**src/pfr_pkg.sv**
```systemverilog
// Types, constants and codes of the PING frame receiver.
`default_nettype none
package pfr_pkg;

    localparam int unsigned OPC_W      = 2;
    localparam int unsigned LEN_W      = 24;
    localparam int unsigned FLAG_W     = 8;
    localparam int unsigned BYTE_W     = 8;
    localparam int unsigned OPAQUE_W   = 64;
    localparam int unsigned TIME_W     = 48;
    localparam int unsigned CNT_W      = 4;
    localparam int unsigned MIN_INT_W  = 32;
    localparam int unsigned CFG_IDX_W  = 2;
    localparam int unsigned CFG_DATA_W = 32;

    // Item codes
    localparam logic [OPC_W-1:0] OPC_BEGIN = 2'd0;
    localparam logic [OPC_W-1:0] OPC_BYTE  = 2'd1;
    localparam logic [OPC_W-1:0] OPC_TICK  = 2'd2;

    // Register indexes
    localparam logic [CFG_IDX_W-1:0] CFG_MIN_INTERVAL = 2'd0;
    localparam logic [CFG_IDX_W-1:0] CFG_PERMIT_IDLE  = 2'd1;
    localparam logic [CFG_IDX_W-1:0] CFG_IS_SERVER    = 2'd2;
    localparam logic [CFG_IDX_W-1:0] CFG_DISABLE_ACK  = 2'd3;

    // Frame constants
    localparam int unsigned PAYLOAD_BYTES = 8;
    localparam logic [LEN_W-1:0]  PAYLOAD_LEN   = LEN_W'(PAYLOAD_BYTES);
    localparam logic [CNT_W-1:0]  PAYLOAD_CNT   = CNT_W'(PAYLOAD_BYTES);
    localparam logic [CNT_W-1:0]  LAST_CNT      = CNT_W'(PAYLOAD_BYTES - 1);
    localparam logic [FLAG_W-1:0] FLAG_BAD_MASK = 8'hfe;

    localparam int unsigned IDLE_SECONDS         = 7200;
    localparam int unsigned TICKS_PER_SECOND_DEF = 1000;

    typedef struct packed {
        logic [OPC_W-1:0]  opcode;
        logic [LEN_W-1:0]  frame_length;
        logic [FLAG_W-1:0] frame_flags;
        logic [BYTE_W-1:0] data_byte;
        logic              streams_open;
    } item_t;

    typedef struct packed {
        logic                status;
        logic                frame_done;
        logic                ack_received;
        logic                send_ack;
        logic                strike;
        logic [OPAQUE_W-1:0] opaque_value;
    } result_t;

    typedef struct packed {
        logic                 we;
        logic [CFG_IDX_W-1:0] addr;
        logic [CFG_DATA_W-1:0] wdata;
    } cfg_wr_t;

endpackage
`default_nettype wire

```
**src/pfr_in_reg.sv**
```systemverilog
// Input register stage: captures one beat and holds it until the engine takes it.
`default_nettype none
module pfr_in_reg
    import pfr_pkg::*;
(
    input  wire logic  aclk,
    input  wire logic  aresetn,
    input  wire logic  s_valid,
    output logic       s_ready,
    input  wire item_t s_item,
    input  wire logic  advance,
    output logic       in_valid,
    output item_t      in_item
);

    logic  valid_reg;
    logic  valid_next;
    item_t item_reg;

    // Take a new beat whenever the stage is empty or drains this cycle
    assign s_ready    = !valid_reg || advance;
    assign valid_next = s_ready ? s_valid : valid_reg;

    always_ff @(posedge aclk) begin
        if (!aresetn) begin
            valid_reg <= 1'b0;
        end else begin
            valid_reg <= valid_next;
        end
    end

    // Hold payload until replaced
    always_ff @(posedge aclk) begin
        if (s_ready && s_valid) begin
            item_reg <= s_item;
        end
    end

    assign in_valid = valid_reg;
    assign in_item  = item_reg;

endmodule
`default_nettype wire

```
**src/pfr_engine.sv**
```systemverilog
// Frame state, configuration registers, opaque accumulation and ping policing.
`default_nettype none
module pfr_engine
    import pfr_pkg::*;
#(
    parameter int unsigned TICKS_PER_SECOND = TICKS_PER_SECOND_DEF
) (
    input  wire logic    aclk,
    input  wire logic    aresetn,
    input  wire cfg_wr_t cfg,
    input  wire logic    fire,
    input  wire item_t   item,
    output result_t      result
);

    localparam logic [TIME_W-1:0] IDLE_GAP =
        TIME_W'(64'(IDLE_SECONDS) * 64'(TICKS_PER_SECOND));

    logic [MIN_INT_W-1:0] min_interval_reg;
    logic                 permit_idle_reg;
    logic                 is_server_reg;
    logic                 disable_ack_reg;

    logic [CNT_W-1:0]    byte_count_reg, byte_count_next;
    logic                ack_flag_reg, ack_flag_next;
    logic [OPAQUE_W-1:0] accum_reg, accum_next;
    logic [TIME_W-1:0]   now_reg, now_next;
    logic [TIME_W-1:0]   last_ping_reg, last_ping_next;

    logic [TIME_W-1:0]   gap;
    logic [TIME_W:0]     deadline;
    logic                early;
    logic                header_bad;

    // Policing compare: deadline formed one bit wider, no wrap
    assign gap      = (!permit_idle_reg && !item.streams_open)
                      ? IDLE_GAP : TIME_W'(min_interval_reg);
    assign deadline = {1'b0, last_ping_reg} + {1'b0, gap};
    assign early    = deadline > {1'b0, now_reg};

    assign header_bad = ((item.frame_flags & FLAG_BAD_MASK) != '0)
                        || (item.frame_length != PAYLOAD_LEN);

    // Decode the beat
    always_comb begin
        result          = '0;
        byte_count_next = byte_count_reg;
        ack_flag_next   = ack_flag_reg;
        accum_next      = accum_reg;
        now_next        = now_reg;
        last_ping_next  = last_ping_reg;
        case (item.opcode)
            OPC_BEGIN: begin
                if (header_bad) begin
                    result.status = 1'b1;
                end else begin
                    byte_count_next = '0;
                    ack_flag_next   = item.frame_flags[0];
                    accum_next      = '0;
                end
            end
            OPC_BYTE: begin
                if (byte_count_reg < PAYLOAD_CNT) begin
                    // Shift in most significant byte first
                    accum_next      = {accum_reg[OPAQUE_W-BYTE_W-1:0], item.data_byte};
                    byte_count_next = byte_count_reg + 1'b1;
                    if (byte_count_reg == LAST_CNT) begin
                        result.frame_done   = 1'b1;
                        result.opaque_value = accum_next;
                        if (ack_flag_reg) begin
                            result.ack_received = 1'b1;
                        end else begin
                            if (is_server_reg) begin
                                result.strike  = early;
                                last_ping_next = now_reg;
                            end
                            result.send_ack = !disable_ack_reg;
                        end
                    end
                end
            end
            OPC_TICK: begin
                now_next = now_reg + 1'b1;
            end
            default: begin
            end
        endcase
    end

    // Advance frame and time state on each beat taken
    always_ff @(posedge aclk) begin
        if (!aresetn) begin
            byte_count_reg <= PAYLOAD_CNT;
            ack_flag_reg   <= 1'b0;
            accum_reg      <= '0;
            now_reg        <= '0;
            last_ping_reg  <= '0;
        end else if (fire) begin
            byte_count_reg <= byte_count_next;
            ack_flag_reg   <= ack_flag_next;
            accum_reg      <= accum_next;
            now_reg        <= now_next;
            last_ping_reg  <= last_ping_next;
        end
    end

    // Configuration writes
    always_ff @(posedge aclk) begin
        if (!aresetn) begin
            min_interval_reg <= '0;
            permit_idle_reg  <= 1'b0;
            is_server_reg    <= 1'b0;
            disable_ack_reg  <= 1'b0;
        end else if (cfg.we) begin
            case (cfg.addr)
                CFG_MIN_INTERVAL: min_interval_reg <= MIN_INT_W'(cfg.wdata);
                CFG_PERMIT_IDLE:  permit_idle_reg  <= cfg.wdata[0];
                CFG_IS_SERVER:    is_server_reg    <= cfg.wdata[0];
                CFG_DISABLE_ACK:  disable_ack_reg  <= cfg.wdata[0];
                default: begin
                end
            endcase
        end
    end

endmodule
`default_nettype wire

```
**src/pfr_out_reg.sv**
```systemverilog
// Result register: holds one result beat until the downstream side takes it.
`default_nettype none
module pfr_out_reg
    import pfr_pkg::*;
(
    input  wire logic    aclk,
    input  wire logic    aresetn,
    input  wire logic    in_valid,
    input  wire result_t in_result,
    output logic         advance,
    output logic         m_valid,
    input  wire logic    m_ready,
    output result_t      m_result
);

    logic    valid_reg;
    logic    valid_next;
    result_t result_reg;

    // Load when empty or when the held beat leaves this cycle
    assign advance    = !valid_reg || m_ready;
    assign valid_next = advance ? in_valid : valid_reg;

    always_ff @(posedge aclk) begin
        if (!aresetn) begin
            valid_reg <= 1'b0;
        end else begin
            valid_reg <= valid_next;
        end
    end

    always_ff @(posedge aclk) begin
        if (advance && in_valid) begin
            result_reg <= in_result;
        end
    end

    assign m_valid  = valid_reg;
    assign m_result = result_reg;

endmodule
`default_nettype wire

```
**src/ping_frame_receiver_with_policing.sv**
```systemverilog
// An accepted beat is held in the input register; its result beat is then held in
// the result register. Throughput: one input beat per cycle unless m_ready stalls;
// each register takes a new beat in the cycle the next stage frees it.
// Every input beat gives exactly one result beat.
// Reset (aresetn low, synchronous) empties both stages, closes any frame,
// clears the time and last ping counters and sets all configuration registers to 0.
`default_nettype none
module ping_frame_receiver_with_policing
    import pfr_pkg::*;
#(
    parameter int unsigned TICKS_PER_SECOND = TICKS_PER_SECOND_DEF
) (
    input  wire logic                  aclk,
    input  wire logic                  aresetn,
    input  wire logic                  cfg_we,
    input  wire logic [CFG_IDX_W-1:0]  cfg_addr,
    input  wire logic [CFG_DATA_W-1:0] cfg_wdata,
    input  wire logic                  s_valid,
    output logic                       s_ready,
    input  wire logic [OPC_W-1:0]      s_opcode,
    input  wire logic [LEN_W-1:0]      s_frame_length,
    input  wire logic [FLAG_W-1:0]     s_frame_flags,
    input  wire logic [BYTE_W-1:0]     s_data_byte,
    input  wire logic                  s_streams_open,
    output logic                       m_valid,
    input  wire logic                  m_ready,
    output logic                       m_status,
    output logic                       m_frame_done,
    output logic                       m_ack_received,
    output logic                       m_send_ack,
    output logic                       m_strike,
    output logic [OPAQUE_W-1:0]        m_opaque_value
);

    item_t   s_item;
    item_t   in_item;
    logic    in_valid;
    logic    advance;
    cfg_wr_t cfg;
    result_t eng_result;
    result_t m_result;

    // Gather port fields
    assign s_item = '{opcode:       s_opcode,
                      frame_length: s_frame_length,
                      frame_flags:  s_frame_flags,
                      data_byte:    s_data_byte,
                      streams_open: s_streams_open};
    assign cfg = '{we: cfg_we, addr: cfg_addr, wdata: cfg_wdata};

    pfr_in_reg u_in_reg (
        .aclk     (aclk),
        .aresetn  (aresetn),
        .s_valid  (s_valid),
        .s_ready  (s_ready),
        .s_item   (s_item),
        .advance  (advance),
        .in_valid (in_valid),
        .in_item  (in_item)
    );

    pfr_engine #(
        .TICKS_PER_SECOND (TICKS_PER_SECOND)
    ) u_engine (
        .aclk    (aclk),
        .aresetn (aresetn),
        .cfg     (cfg),
        .fire    (in_valid && advance),
        .item    (in_item),
        .result  (eng_result)
    );

    pfr_out_reg u_out_reg (
        .aclk      (aclk),
        .aresetn   (aresetn),
        .in_valid  (in_valid),
        .in_result (eng_result),
        .advance   (advance),
        .m_valid   (m_valid),
        .m_ready   (m_ready),
        .m_result  (m_result)
    );

    // Spread result fields onto ports
    assign m_status       = m_result.status;
    assign m_frame_done   = m_result.frame_done;
    assign m_ack_received = m_result.ack_received;
    assign m_send_ack     = m_result.send_ack;
    assign m_strike       = m_result.strike;
    assign m_opaque_value = m_result.opaque_value;

endmodule
`default_nettype wire

```
**config.mk**
```make
export PLATFORM = sky130hd
export DESIGN_NAME = ping_frame_receiver_with_policing
export DESIGN_NICKNAME = d
export VERILOG_FILES = /design/src/pfr_pkg.sv /design/src/pfr_in_reg.sv /design/src/pfr_engine.sv /design/src/pfr_out_reg.sv /design/src/ping_frame_receiver_with_policing.sv
export SDC_FILE = /design/constraint.sdc
export NUM_CORES = 1
export LEC_CHECK = 0
export ABC_AREA = 1
export BUFFER_PORTS_ARGS = -buffer_cell sky130_fd_sc_hd__buf_4
export CAP_MARGIN = 5
export CORE_AREA = 2 2 177 214
export CTS_CLUSTER_DIAMETER = 40
export DETAILED_ROUTE_END_ITERATION = 6
export DIE_AREA = 0 0 179 216
export PLACE_DENSITY_LB_ADDON = 0.08
export SLEW_MARGIN = 20
export SYNTH_ARGS = -nofsm -noshare
export SYNTH_HDL_FRONTEND = slang
export SYNTH_SLANG_ARGS = --single-unit
export TNS_END_PERCENT = 1
```
**constraint.sdc**
```tcl
create_clock -name aclk -period 9.8 [get_ports aclk]
set_clock_uncertainty 0.05 [all_clocks]
set_input_delay 0.98 -clock aclk [delete_from_list [all_inputs] [get_ports aclk]]
set_output_delay 0.98 -clock aclk [all_outputs]
set_load 0.1 [all_outputs]
```
## Word level (Yosys, flattened, before mapping)

Cells that the tools add are included.

- Bitwise gates (word level): 6
- Magnitude comparators: 2
- Equal/unequal tests: 9
- Multiplexer cells: 12
- Add/sub/neg operators: 3
- Reductions and logical operators: 27

Operator list:

| kind | number |
|---|---|
| $mux W56 | 2 |
| $pmux W56 S2 | 1 |
| $mux W68 | 1 |
| $add A48 B48 Y49 | 1 |
| $gt A49 B48 Y1 | 1 |
| $add A48 B1 Y48 const B | 1 |
| $mux W32 | 1 |
| $ne A24 B4 Y1 const B | 1 |
| $reduce_and A2 Y1 | 6 |
| $mux W4 | 2 |
| $pmux W4 S2 | 1 |
| $reduce_bool A8 Y1 | 1 |
| $eq A2 B2 Y1 const B | 3 |
| $not A1 Y1 | 6 |
| $reduce_and A3 Y1 | 2 |
| $reduce_and A6 Y1 | 1 |
| $logic_not A1 Y1 | 5 |
| $reduce_or A5 Y1 | 1 |
| $add A4 B1 Y4 const B | 1 |
| $eq A2 B1 Y1 const B | 2 |
| $eq A4 B3 Y1 const B | 1 |
| $logic_not A2 Y1 | 2 |
| $lt A4 B4 Y1 const B | 1 |
| $reduce_and A4 Y1 | 1 |
| other kinds (8) | 14 |

- Output and inout port bits: 71
- Word-level logic and storage cells: 81
- Bits of input ports: 82
- Register bits after elaboration: 306

## Longest topological paths before layout

Gate-level depths: netlist (run 1).

- Word-level depth: 8
- Depth in mapped cells: 30
- Mapped depth without buffers: 29

## Hierarchy

A second synthesis (run 1) with hierarchy kept.

- Cell total of the unflattened synthesis: 2113
- Area total of the unflattened synthesis: 16106.7 µm²

Modules (own cells, without submodules):

| module | times used | sequential area each (µm²) | area an instance (µm²) | cells an instance |
|---|---|---|---|---|
| pfr_engine | 1 | 3843.7 | 12633.4 | 1985 |
| pfr_out_reg | 1 | 2092.0 | 2123.3 | 76 |
| pfr_in_reg | 1 | 1311.3 | 1342.5 | 50 |
| ping_frame_receiver_with_policing | 1 | 0.0 | 7.5 | 2 |

## Least setup slack after synthesis (run 1)

OpenSTA, ideal clock, no wires.

- Kind: register -> register
- Start: register u_in_reg.item_reg (netlist bit u_in_reg.in_item[0])
- End: register u_out_reg.result_reg (netlist bit u_out_reg.m_result[64]) (data pin)
- Stages on the path, launching flop included: 31
- Path slack: 6.074 ns
- Buffers on the path: 1
- Arrival: 3.426 ns
- Library setup time: 0.249 ns
- Period minus slack after synthesis: 3.726 ns
- Data required time: 9.501 ns
- Path through: edfxtp_1 > nor2_1 > clkbuf_1 > nor2_1 > ha_1 > fa_1 > nand2_1 > nand2_1 > and2_1 > nand2_1 > nand2_1 > nand3_1 > nand2_1 > nand2_1 > nand2_1 > nand3_1 > nand2_1 > nand2_1 > nand2_1 > ha_1 > nand2_1 > nor2_1 > nand4_1 > nor2_1 > nand3_1 > nor2_1 > nand2_1 > nand2_1 > inv_1 > nand2_1 > inv_1

- Word-level cells in the longest chain between the ends: 5

Ends and longest elaborated chain:

| element | RTL line | source |
|---|---|---|
| from (decl) | pfr_in_reg.sv:18 | `item_t item_reg;` |
| from (signal assigned) | pfr_in_reg.sv:35 | `item_reg <= s_item;` |
| $logic_not A1 Y1 | pfr_engine.sv:36 | `assign gap = (!permit_idle_reg && !item.streams_open)` |
| $logic_and A1 B1 Y1 | pfr_engine.sv:36 |  |
| $mux W32 | pfr_engine.sv:37 | `? IDLE_GAP : TIME_W'(min_interval_reg);` |
| $add A48 B48 Y49 | pfr_engine.sv:38 | `assign deadline = {1'b0, last_ping_reg} + {1'b0, gap};` |
| $gt A49 B48 Y1 | pfr_engine.sv:39 | `assign early = deadline > {1'b0, now_reg};` |
| to (signal assigned) | pfr_out_reg.sv:34 | `result_reg <= in_result;` |
| to (decl) | pfr_out_reg.sv:18 | `result_t result_reg;` |

No other way between the ends.
A chain may end at the register's enable or synchronous reset.

## Final worst setup path (run 1)

Ends and elaborated chain as after synthesis.

==> results of run 1 <==
==> power by group through the flow <==
stage	Sequential, mW	Combinational (mW)	Clock (mW)
4_1_cts	1.37	0.281	1.50
5_1_grt	1.37	0.304	1.55
3_3_place_gp	1.40	0.277	0
3_5_place_dp	1.40	0.280	0
6_report	1.37	0.279	1.47
2_1_floorplan	1.47	0.119	0
==> how the worst max path moves through the flow <==
stage                                        end  slack (ps)  cells after the start
after global routing      u_out_reg.m_result[64]        5080                     30
after CTS                 u_out_reg.m_result[64]        5430                     30
final                     u_out_reg.m_result[64]        5430                     30
after global placement    u_out_reg.m_result[64]        5490                     26
after detailed placement  u_out_reg.m_result[64]        5460                     26
after floorplan           u_out_reg.m_result[64]        6070                     30
==> Yosys cell counts (3+ instances only) <==
library cell / instances
sky130_fd_sc_hd__nand3_1: 125
sky130_fd_sc_hd__o21a_1: 6
sky130_fd_sc_hd__xor2_1: 67
sky130_fd_sc_hd__o21ai_0: 115
sky130_fd_sc_hd__inv_1: 258
sky130_fd_sc_hd__a21o_1: 3
sky130_fd_sc_hd__nor4_1: 14
sky130_fd_sc_hd__or2_2: 12
sky130_fd_sc_hd__a31oi_1: 8
sky130_fd_sc_hd__inv_2: 7
sky130_fd_sc_hd__ha_1: 82
sky130_fd_sc_hd__o21bai_1: 5
sky130_fd_sc_hd__nand3b_1: 6
sky130_fd_sc_hd__buf_4: 5
sky130_fd_sc_hd__xnor2_1: 4
sky130_fd_sc_hd__buf_2: 17
sky130_fd_sc_hd__clkinv_1: 3
sky130_fd_sc_hd__nand2_1: 488
sky130_fd_sc_hd__clkbuf_1: 48
sky130_fd_sc_hd__nor2_1: 325
sky130_fd_sc_hd__dfxtp_1: 194
sky130_fd_sc_hd__edfxtp_1: 112
sky130_fd_sc_hd__a21oi_1: 179
sky130_fd_sc_hd__and2_1: 3
sky130_fd_sc_hd__nand4_1: 23
sky130_fd_sc_hd__nor3_1: 47
==> critical path, delay by kind of cell, from the launching register on <==
family	cells	cell delay [ps]
flops	1	380
buf+inv	3	400
simple gates	24	2210
fa+ha+maj	3	1060
==> kinds of logic (layout without fill, tap and decap cells) <==
family                   Yosys count  in the layout  share of synthesized area [%]
AO/OA/AOI/OAI                    326            326                           10.5
AND/OR/NAND/NOR                 1052           1052                           26.8
flip-flops                       306            306                           44.5
adder cells (fa/ha/maj)           83             83                           6.42
buffers and inverters            339            499                           8.05
XOR/XNOR                          71             71                           3.81
==> per-stage QoR <==
step           setup slack [ps]  power [mW]  hold WS (ps)  area [sq um]  util, %
5_1_grt                    5080        3.23           419         19200     52.5
3_3_place_gp               5490        1.67           395         17800     48.8
2_1_floorplan              6070        1.59           374         16300        -
3_5_place_dp               5460        1.68           398         17800     48.8
6_report                   5430        3.11           403         19200     52.5
4_1_cts                    5430        3.15           409         19200     52.5
==> area by class of cell <==
type	count	area, sq um
Tap cell	474	593
Sequential cell	306	7250
Clock inverter	17	238
Clock buffer	54	1090
Inverter	268	1010
Multi-Input combinational cell	1532	7770
Fill cell	3575	17400
Timing Repair Buffer	160	1200
==> routing by layer <==
layer / vias to the layer above / wire length [microns] / part of all wire, %
met3: 78 / 2070 / 4.3
met1: 6869 / 19600 / 41
met5: - / 0 / 0
met2: 373 / 24800 / 52
met4: 0 / 1500 / 3.1
li1: 7327 / - / -
==> results.md, run 1 <==
Setup path:
- The required time of the critical path is 10,040 ps.
- The worst setup path is captured at a flip-flop.
- The worst setup path is launched from a flip-flop.
- The worst path arrival time is 4610 ps.
- The worst reg2reg path depth is 30.
- In this run the critical register-to-register path is captured at u_out_reg.m_result[64].
- The library cell contributing the largest single delay on the critical path is sky130_fd_sc_hd__fa_1.
- The startpoint identified for the worst register-to-register timing path is u_in_reg.in_item[0].
- The largest single stage delay on the critical path is 520 ps.
- The maximum fanout encountered on the critical timing path is 32.
- The most critical setup path has its startpoint at u_in_reg.in_item[0].
- The type of the worst setup path is reg2reg.
- In this run the register-to-register setup slack is 5430 ps.
- Among the stages of the critical path, the cell type that occurs most often is sky130_fd_sc_hd__nand2_1.

STA:
- In the final timing run, aggregate negative setup slack is 0 ps.
- The final count of pins violating max slew is 0.
- Setup violations remaining at the end of the flow were counted as 0.
- The ratio of final minimum period to clock period is 44.6%.
- In this run the tightest slew margin relative to its limit is 27.4%.
- The maximum frequency from static timing analysis is 0.229 GHz.
- The shortest period the worst path allows is 4370 ps.
- Setup repair after global routing left no endpoint under its margin.
- For the pin with the worst max-slew slack, the measured transition is 1080 ps.
- The total count of hold-check failures in the final report is 0.

Job:
- The max-capacitance violation count is 0.

Power:
- The leakage power of the design is 7.97 nW.
- Net switching is 24.5% of the power.
- In this run the power density over the cells is 163 nW/um^2.
- The sequential cell fraction of total power is 44.0%.
- The share of power burned in combinational logic is 9.0%.
- The net switching power figure is 0.762 mW.
- Internal power comes to 2.35 mW.
- The worst voltage drop across the vdd grid is 118 uV.
- The share of total power in the clock network is 47.1%.

Min path:
- The class of the tightest hold or removal check is reg2reg.
- The worst min-delay path startpoint is u_engine.min_interval_reg[24].
- The destination of the worst hold path is u_engine.min_interval_reg[24].
- The number of cells on the worst hold path is 2.

CTS:
- The deepest level of the CTS H-tree is 2.
- The number of buffers inserted by post-CTS setup repair is 0.
- The number of gates resized after CTS was 0.
- CTS placed an instance of sky130_fd_sc_hd__clkbuf_16 at the clock tree root.
- The number of sinks driven by the clock tree is 306.
- The register clock-pin slew on the reported worst setup and hold paths is 60 ps.
- The clock buffer count from CTS is 39.
- TritonCTS built the clock tree.
- The clock latency on the worst-skew pair is 540 ps.
- No sink is reached through more buffers than the 3 on the longest clock path.
- Buffers inserted to repair hold after CTS numbered 0.

Synth:
- The number of warning messages in the yosys log is 0.
- The predominant post-synthesis flop cell is sky130_fd_sc_hd__dfxtp_1.
- The mean post-synth cell area is 7.49 sq um.
- Counting distinct cell types in the post-synthesis netlist gives 42.
- The gate count after technology mapping is 2,177.
- In the synthesized netlist the async set-or-reset flop fraction comes to 0%.
- After synthesis, flip-flops and latches occupy 44.5% of the total area.
- The share of the synthesized area in the top cell type is 23.8%.
- The synthesized area is 16,300 sq um.
- In this run, synthesis produced a sequential element count of 306.
- The largest total area in the synthesized netlist belongs to sky130_fd_sc_hd__dfxtp_1.
- Synthesis produced a netlist with a net count of 2,342.
- After synthesis, the cell types taking the most area are sky130_fd_sc_hd__dfxtp_1 24%, sky130_fd_sc_hd__edfxtp_1 21%, sky130_fd_sc_hd__nand2_1 11%.
- The number of enable flip-flop cells after synthesis is 112.

GRT:
- Global routing consumed, on the met2 layer, 45.5% of the routing resources.
- The first-pass GRT wire length is 74.5 mm.
- The global-route congestion overflow total is 0.
- Entering global routing, the biggest net connects 94 pins.
- The number of antenna violations at the first check in global routing is 0.
- After global routing, the most crowded layer is met2.
- In the global route stage, met1 resource usage came out at 29.1%.
- The met3 usage in global routing is 3.05%.
- The combined global-route utilization of all metal layers is 24.6%.
- The number of global-route vias before repair came to 14.2k.

Floorplan:
- During I/O placement, the number of pins put on the boundary was 153.
- The overall die height is 216 microns.
- The starting density of the core is 44.6%.
- In this run the core area contains 77 standard-cell rows.
- The horizontal die dimension is 179 microns.
- The region available for standard cell placement spans 36,500 sq um.
- The die covers 38,700 sq um.

Finish:
- The flip-flop count of the largest register, all copies and words added is 69.
- Relative to the synthesized area, the layout overhead comes to 17.5%.
- The most common library cell in the layout ignoring fill and taps is sky130_fd_sc_hd__nand2_1.
- The library cells used most frequently in the layout, excluding fill and tap cells, are 486 x sky130_fd_sc_hd__nand2_1, 324 x sky130_fd_sc_hd__nor2_1, 257 x sky130_fd_sc_hd__inv_1, 194 x sky130_fd_sc_hd__dfxtp_1, 179 x sky130_fd_sc_hd__a21oi_1.
- The number of diodes is 0.
- The share of layout cells above drive strength 1 is 10.8%.
- Excluding fillers, the count of instances in the completed layout stands at 2,811.
- The post-layout net count is 2,472.

Routing:
- The residual antenna-violating net count after detailed routing is 0.
- For this block, the routed nets add up to 48.0 mm of wire.
- In the routed design, unresolved DRC markers number 0.
- After detailed routing, the average wire length per cell comes to 17.1 microns.
- Dividing the detail-routed via count by the number of cells gives 5.21.
- The first TritonRoute pass finished after 5 iterations.
- The final route contains 14.6k vias.
- The violation count after the first detailed-routing iteration is 1,077.

Placement:
- The count of port buffers added during placement is 152.
- At the end of routability-driven placement, the weighted congestion stood at 0.969.
- Once detailed placement completed, the half-perimeter wirelength came to 36.1 mm.
- The placed cell count is 2,740.

Outcome:
- The flow ran to the end, and the final reports show no timing, DRC or antenna violations.
(Power assumes the default switching activity.)
==> run 2, diff against run 1 <==
==> constraint.sdc (replaced) <==
create_clock -name aclk -period 4.2 [get_ports aclk]
set_clock_uncertainty 0.05 [all_clocks]
set_input_delay 0.42 -clock aclk [delete_from_list [all_inputs] [get_ports aclk]]
set_output_delay 0.42 -clock aclk [all_outputs]
set_load 0.1 [all_outputs]
==> results.md, run 2 (synthesis results as in run 1) <==
Setup path:
- The maximum fanout encountered on the critical timing path is 8.
- In this design, the stage delay of the slowest critical-path cell is 410 ps.
- The library cell contributing the largest single delay on the critical path is sky130_fd_sc_hd__edfxtp_1.
- The endpoint class of the critical path is a flip-flop.
- The worst path arrival time is 4280 ps.
- The setup check on the worst reg-to-reg path leaves a slack of 170 ps.
- The critical path goes through nor2_4, buf_12, clkbuf_16, nor2_1, ha_1, nand2_2, o21ai_0, a21oi_1, o21ai_0, nand2_1, nand3_1, nand2_1, nand2_1, inv_1, ha_1, nand2_1, nor3_1, nand3b_1, nor2_1, nand2_1, nand2_1, inv_1, nand2_1, inv_1.
- Measured in cells, the most critical reg-to-reg path has a length of 24.
- In this design, the critical path's most frequently occurring cell is sky130_fd_sc_hd__nand2_1.
- Grouping stages by cell kind, the critical path spends the most delay in simple AND/OR/NAND/NOR gates.
- The logic depth of the worst setup path including buffers is 24.
- STA classifies the critical path startpoint as a flip-flop.
- The critical path in this run is classified as reg2reg.
- At the worst endpoint, the required time is 4450 ps.
- Together, buffers and inverters on the worst path number 5.

STA:
- The final count of pins violating max slew was 0.
- The total negative setup slack is 0 ps.
- Hold is met by 50.8 ps.
- The clock period could shrink to 4030 ps.
- At the pin with the least slew margin, the transition time is 907 ps.
- The remaining max-slew budget at the tightest pin is 39.5%.
- The maximum frequency from static timing analysis is 0.248 GHz.
- Setup violations remaining at the end of the flow were counted as 0.
- The ratio of final minimum period to clock period is 96.0%.
- The total count of hold-check failures in the final report is 0.

Min path:
- The class of the tightest hold or removal check is in2reg.
- Counting instances, the worst hold path has a depth of 3.

Floorplan:
- The overall die area is 38,700 sq um.
- The number of rows in the core area is 77.
- The die is 216 microns tall.
- The starting density of the core is 44.6%.
- In this run the count of I/O pins placed on the die edge is 153.
- The die is 179 microns wide.
- The area of the placeable core is 36,500 sq um.

Finish:
- In the layout the commonest cells are 467 x sky130_fd_sc_hd__nand2_1, 309 x sky130_fd_sc_hd__nor2_1, 254 x sky130_fd_sc_hd__inv_1, 193 x sky130_fd_sc_hd__dfxtp_1, 186 x sky130_fd_sc_hd__buf_4.
- The number of diodes is 0.
- Leaving out fill and tap cells, the most frequent cell in the layout is sky130_fd_sc_hd__nand2_1.
- The share of layout cells above drive strength 1 is 16.1%.
- The number of fill cells is 3,443.
- The post-route core utilization is 56.2%.
- The register with the most flip-flops in the layout has 69 of them.
- The final layout contains 2,551 nets.
- The area overhead of the layout relative to synthesis is 25.8%.

CTS:
- The H-tree generated during clock tree synthesis spans 2 levels.
- The buffer depth of the longest clock path is 3.
- The CTS tree is yes.
- The register clock-pin slew on the reported worst setup and hold paths is 60 ps.
- The number of sinks driven by the clock tree is 306.
- The clock latency on the worst-skew pair is 550 ps.
- The clock root buffer master is sky130_fd_sc_hd__clkbuf_16.
- The clock buffer count from CTS is 43.

GRT:
- The combined global-route utilization of all metal layers is 26.0%.
- The number of global-route vias before repair is 14.6k.
- For this run the aggregate overflow at the end of global routing stands at 0.
- The maximum number of pins on one net before global-route repair is 68.
- The first global-routing pass estimated 77.8 mm of wire.
- The number of antenna violations at the first check in global routing came to 0.

Power:
- The worst-case IR drop observed on VDD is 305 uV.
- The leakage power of the design is 8.44 nW.
- The post-route total power is 7.69 mW.
- The power density of the placed cells is 375 nW/um^2.

Routing:
- The routed via count divided by cell count is 5.18.
- The number of vias in the routed layout is 15.0k.
- The residual antenna-violating net count after detailed routing is 0.
- In the routed design, unresolved DRC markers number 0.
- The violation count after the first detailed-routing iteration is 1,069.
- The first TritonRoute pass finished after 7 iterations.
- After detailed routing, the total wire length is 51.3 mm.
- The average routed wire per standard cell is 17.7 microns.

Job:
- The tool flagged a number of max-cap violations equal to 0.

Placement:
- The count of buffers added on input and output ports is 152.
- The placer's final routability congestion estimate is 0.946.
- The total half-perimeter wirelength after legalization and detailed placement is 37.8 mm.

Outcome:
- The flow ran to the end, and the final reports show no timing, DRC or antenna violations.
==> run 2: worst paths after layout <==
path                              endpoint                          from
min reg2reg   u_engine.min_interval_reg[4]  u_engine.min_interval_reg[4]
max                 u_out_reg.m_result[64]           u_in_reg.in_item[0]
min          u_engine.min_interval_reg[10]                 cfg_wdata[10]
max reg2reg         u_out_reg.m_result[64]           u_in_reg.in_item[0]
==> run 2: worst register-to-register path: stages (launching register included) <==
cell and delay (ps):
sky130_fd_sc_hd__edfxtp_1 410, sky130_fd_sc_hd__nor2_4 210, sky130_fd_sc_hd__buf_12 150, sky130_fd_sc_hd__clkbuf_16 160
sky130_fd_sc_hd__nor2_1 80, sky130_fd_sc_hd__ha_1 390, sky130_fd_sc_hd__nand2_2 120, sky130_fd_sc_hd__o21ai_0 340
sky130_fd_sc_hd__a21oi_1 190, sky130_fd_sc_hd__o21ai_0 260, sky130_fd_sc_hd__nand2_1 130, sky130_fd_sc_hd__nand3_1 100
sky130_fd_sc_hd__nand2_1 60, sky130_fd_sc_hd__nand2_1 80, sky130_fd_sc_hd__inv_1 60, sky130_fd_sc_hd__ha_1 270
sky130_fd_sc_hd__nand2_1 100, sky130_fd_sc_hd__nor3_1 200, sky130_fd_sc_hd__nand3b_1 90, sky130_fd_sc_hd__nor2_1 110
sky130_fd_sc_hd__nand2_1 50, sky130_fd_sc_hd__nand2_1 60, sky130_fd_sc_hd__inv_1 30, sky130_fd_sc_hd__nand2_1 50
sky130_fd_sc_hd__inv_1 30
==> run 2: timing repair <==
item,CTS,global route
hold buffers,43,0
setup buffers,0,8
gates resized for setup,0,119
hold endpoints to repair,43,0
setup endpoints to repair,0,1
==> run 2: layout make-up <==
| cell class | instances | area, sq um | area share [%] |
|---|---|---|---|
| repair buffers | 235 | 1940 | 9.46 |
| inverters | 268 | 1010 | 4.92 |
| clock inverters | 21 | 283 | 1.38 |
| flip-flops and latches | 306 | 7250 | 35.4 |
| clock buffers | 58 | 1220 | 5.93 |
| well taps | 474 | 593 | 2.89 |
| multi-input cells | 1532 | 8220 | 40.1 |
==> run 2: report_power, final <==
group | total, mW | internal (mW) | switching (mW) | leakage, nW
sequential | 3.20 | 3.16 | 0.0325 | 2.66
combinational | 0.741 | 0.244 | 0.497 | 5.05
clock | 3.76 | 2.37 | 1.39 | 0.729
==> run 2: per-stage QoR <==
stage,cell area [sq um],cells,setup WS (ps)
5_1_grt,20500,2894,-50.7
3_5_place_dp,18000,2761,38.6
3_3_place_gp,18000,2761,23.5
6_report,20500,2894,166
4_1_cts,19900,2883,2.87
2_1_floorplan,16300,2177,474
==> run 2: layer usage <==
metal  vias to the layer above  global-route usage [%]  part of all wire [%]
met5                         -                       0                     0
met1                      7042                    30.9                    41
met3                        97                    3.70                   4.1
met4                         0                    10.4                   4.3
met2                       360                    46.4                    50
li1                       7501                       -                     -
==> run 3, diff against run 2 <==
--- a/config.mk
+++ b/config.mk
@@ -8,10 +8,10 @@
 export ABC_AREA = 1
 export BUFFER_PORTS_ARGS = -buffer_cell sky130_fd_sc_hd__buf_4
 export CAP_MARGIN = 5
-export CORE_AREA = 2 2 177 214
+export CORE_AREA = 2 2 188 227
 export CTS_CLUSTER_DIAMETER = 40
 export DETAILED_ROUTE_END_ITERATION = 6
-export DIE_AREA = 0 0 179 216
+export DIE_AREA = 0 0 190 229
 export PLACE_DENSITY_LB_ADDON = 0.08
 export SLEW_MARGIN = 20
 export SYNTH_ARGS = -nofsm -noshare
==> results.md, run 3 (synthesis results as in run 1) <==
Outcome:
- The flow ran to the end, and the final reports show no timing, DRC or antenna violations.

Floorplan:
- The number of rows in the core area is 82.
- The starting density of the core is 39.4%.
- The region available for standard cell placement spans 41,300 sq um.
- The horizontal die dimension is 190 microns.
- The overall die area is 43,500 sq um.
- The overall die height is 229 microns.
- During I/O placement, the number of pins put on the boundary was 153.

Routing:
- The detailed router finished its first iteration with 806 violations.
- For this run, design rule violations remaining after detail routing come to 0.
- The number of vias in the routed layout is 15.0k.
- The residual antenna-violating net count after detailed routing is 0.
- In the final routed layout, each cell accounts on average for 17.1 microns.
- Summed over all layers, the routed wires come to 51.7 mm.
- The first TritonRoute pass finished after 5 iterations.
- After detailed routing, the number of vias per cell comes to 4.96.

Setup path:
- The library cell contributing the largest single delay on the critical path is sky130_fd_sc_hd__edfxtp_1.
- The longest individual stage delay on the worst path is 370 ps.
- The most used cell along the critical path is sky130_fd_sc_hd__nand2_1.
- The required time of the critical path is 4600 ps.
- STA puts the critical path data arrival time at 4460 ps.
- The endpoint class of the critical path is a flip-flop.
- The register-to-register path setup slack is 130 ps.
- The endpoint identified for the worst register-to-register timing path is u_out_reg.m_result[64].
- Measured in cells, the most critical reg-to-reg path has a length of 24.
- The worst setup path is launched from a flip-flop.
- In this run the worst path has a maximum fanout of 5.
- The startpoint of the worst-slack reg-to-reg timing path is u_in_reg.in_item[0].
- The worst setup path is of the reg2reg kind.
- Walking the worst path, the cells encountered are nor2_4, buf_12, buf_4, or2_2, ha_4, nand2_1, buf_4, o21ai_1, a21oi_1, buf_4, nor2_1, o21bai_1, nand4_1, nand2_1, ha_1, nand2_1, inv_1, nand3_1, buf_4, nor4_2, nand2_1, nand4_1, nand2_1, inv_1.

CTS:
- In this run the clock root is driven by a sky130_fd_sc_hd__clkbuf_16.
- The CTS tree is yes.
- In this run the number of H-tree levels came out at 2.
- The clock latency on the worst-skew pair is 580 ps.
- The buffer depth of the longest clock path is 3.
- The register clock-pin slew on the reported worst setup and hold paths is 50 ps.
- For this design, the sink count on the clock tree is 306.
- The clock buffer count from CTS is 44.

STA:
- The total count of hold-check failures in the final report is 0.
- Setup violations remaining at the end of the flow were counted as 0.
- The ratio of final minimum period to clock period is 96.8%.
- The worst setup margin is 133 ps.
- Static timing analysis puts the maximum clock frequency at 0.246 GHz.
- The remaining max-slew budget at the tightest pin is 39.4%.
- The final count of pins violating max slew is 0.
- The tightest hold path in the finished design has a slack of 37.8 ps.
- At the pin with the least slew margin, the transition time is 908 ps.
- The shortest period the worst path allows is 4070 ps.

Min path:
- The worst hold path begins at cfg_wdata[21].
- In this run the worst hold path is classified as in2reg.
- The number of cells on the worst hold path is 3.
- The worst hold path terminates at u_engine.min_interval_reg[21].

GRT:
- Entering global routing, the biggest net connects 92 pins.
- The number of global-route vias before repair is 14.8k.
- The global-route congestion overflow total is 0.
- The first global-routing pass estimated 80.1 mm of wire.
- The number of antenna violations at the first check in global routing is 0.
- Global routing used 23.6% of the available tracks.

Finish:
- Relative to the synthesized area, the layout overhead comes to 28.2%.
- Summing all multi-input logic gate instances after layout gives 8170 sq um.
- The flip-flop count of the largest register, all copies and words added is 69.
- The filler-free cell count of the finished design is 3,014.
- The post-layout net count is 2,597.
- The sequential cells in the finished layout cover a total of 7250 sq um.
- The number of diodes is 0.
- The post-route core utilization is 50.5%.
- The top cell types in the final layout, fill and taps aside, are 472 x sky130_fd_sc_hd__nand2_1, 307 x sky130_fd_sc_hd__nor2_1, 257 x sky130_fd_sc_hd__inv_1, 222 x sky130_fd_sc_hd__buf_4, 194 x sky130_fd_sc_hd__dfxtp_1.
- The number of fill cells is 4,120.
- The post-route netlist has 16.6% of its cells at a drive strength greater than 1.
- Leaving out fill and tap cells, the most frequent cell in the layout is sky130_fd_sc_hd__nand2_1.

Placement:
- The placer's final routability congestion estimate is 0.968.
- Input and output buffers added on the ports amount to 152.
- In this run, placement finished with an instance count of 2,870.
- The post-placement setup slack is -145 ps.
- The wire-length estimate of the detail-placed layout is 39.0 mm.

Power:
- The worst-case IR drop observed on VDD is 276 uV.
- Dividing total power by cell area gives a power density of 366 nW/um^2.
- The analysis attributes to cell leakage a power of 8.67 nW.

Job:
- The max-capacitance violation count is 0.
run 3: changes by cell type in the layout (fill, tap and decap cells not counted), moves of 4 or more:
cell	change
sky130_fd_sc_hd__a21oi_1	+11
sky130_fd_sc_hd__a21oi_2	-13
sky130_fd_sc_hd__buf_4	+36
sky130_fd_sc_hd__clkbuf_1	-5
sky130_fd_sc_hd__clkinv_2	+4
sky130_fd_sc_hd__dlygate4sd3_1	+9
sky130_fd_sc_hd__ha_1	+6
sky130_fd_sc_hd__ha_4	-5
sky130_fd_sc_hd__nand2_1	+5
sky130_fd_sc_hd__nand2_2	-6
sky130_fd_sc_hd__xor2_1	-4
sky130_fd_sc_hd__xor2_2	+4
run 3: cell type report:
class                      instances  area share, %
clock buffer                      49           5.46
sequential                       306           34.7
inverter                         268           4.81
tap                              546           3.27
timing repair buffer             280           11.0
clock inverter                    33           1.66
multi-input combinational       1532           39.1
run 3: timing repair:
item / 4_1_cts / 5_1_grt
cloned: 0 / 3
hold endpoints to repair: 52 / 0
buffers inserted: 0 / 7
hold buffers: 52 / 0
pin swaps: 0 / 19
resized for setup: 2 / 101
setup endpoints to repair: 1 / 1
run 3: worst max-delay path: cells and delay by family (launching register included):
family	cells	cell delay (ps)
buf+inv	7	900
simple gates	12	1460
compound gates	3	550
fa+ha+maj	2	600
flops	1	370
run 3: worst max path at each step:
stage / start / end / slack, ps
CTS: u_in_reg.in_item[0] / u_out_reg.m_result[64] / 70
floorplan: u_in_reg.in_item[0] / u_out_reg.m_result[64] / 470
global route: u_in_reg.in_item[0] / u_out_reg.m_result[64] / -9
global placement: u_in_reg.in_item[0] / u_out_reg.m_result[64] / -180
finish: u_in_reg.in_item[0] / u_out_reg.m_result[64] / 130
detailed placement: u_in_reg.in_item[0] / u_out_reg.m_result[64] / -150
run 3: metrics by stage:
stage / TNS, ps / cell area [sq um] / power [mW]
final: 0 / 20900 / 7.65
after global routing: -9.34 / 20900 / 7.93
after CTS: 0 / 20400 / 7.72
after detailed placement: -145 / 18400 / 3.93
after global placement: -184 / 18400 / 3.93
after floorplan: 0 / 16300 / 3.71
run 3: power by group:
part,switching [mW],internal [mW],leakage [nW]
clock,1.51,2.20,0.723
sequential,0.0311,3.16,2.66
combinational,0.494,0.250,5.30
run 3: per-layer routing:
metal  vias to the layer above  routed length [microns]  global-route usage, %
li1                       7597                        -                      -
met1                      6945                    21300                   28.0
met2                       309                    26200                   42.4
met3                        99                     1920                   3.26
met4                         0                     2250                   10.2
met5                         -                        0                      0
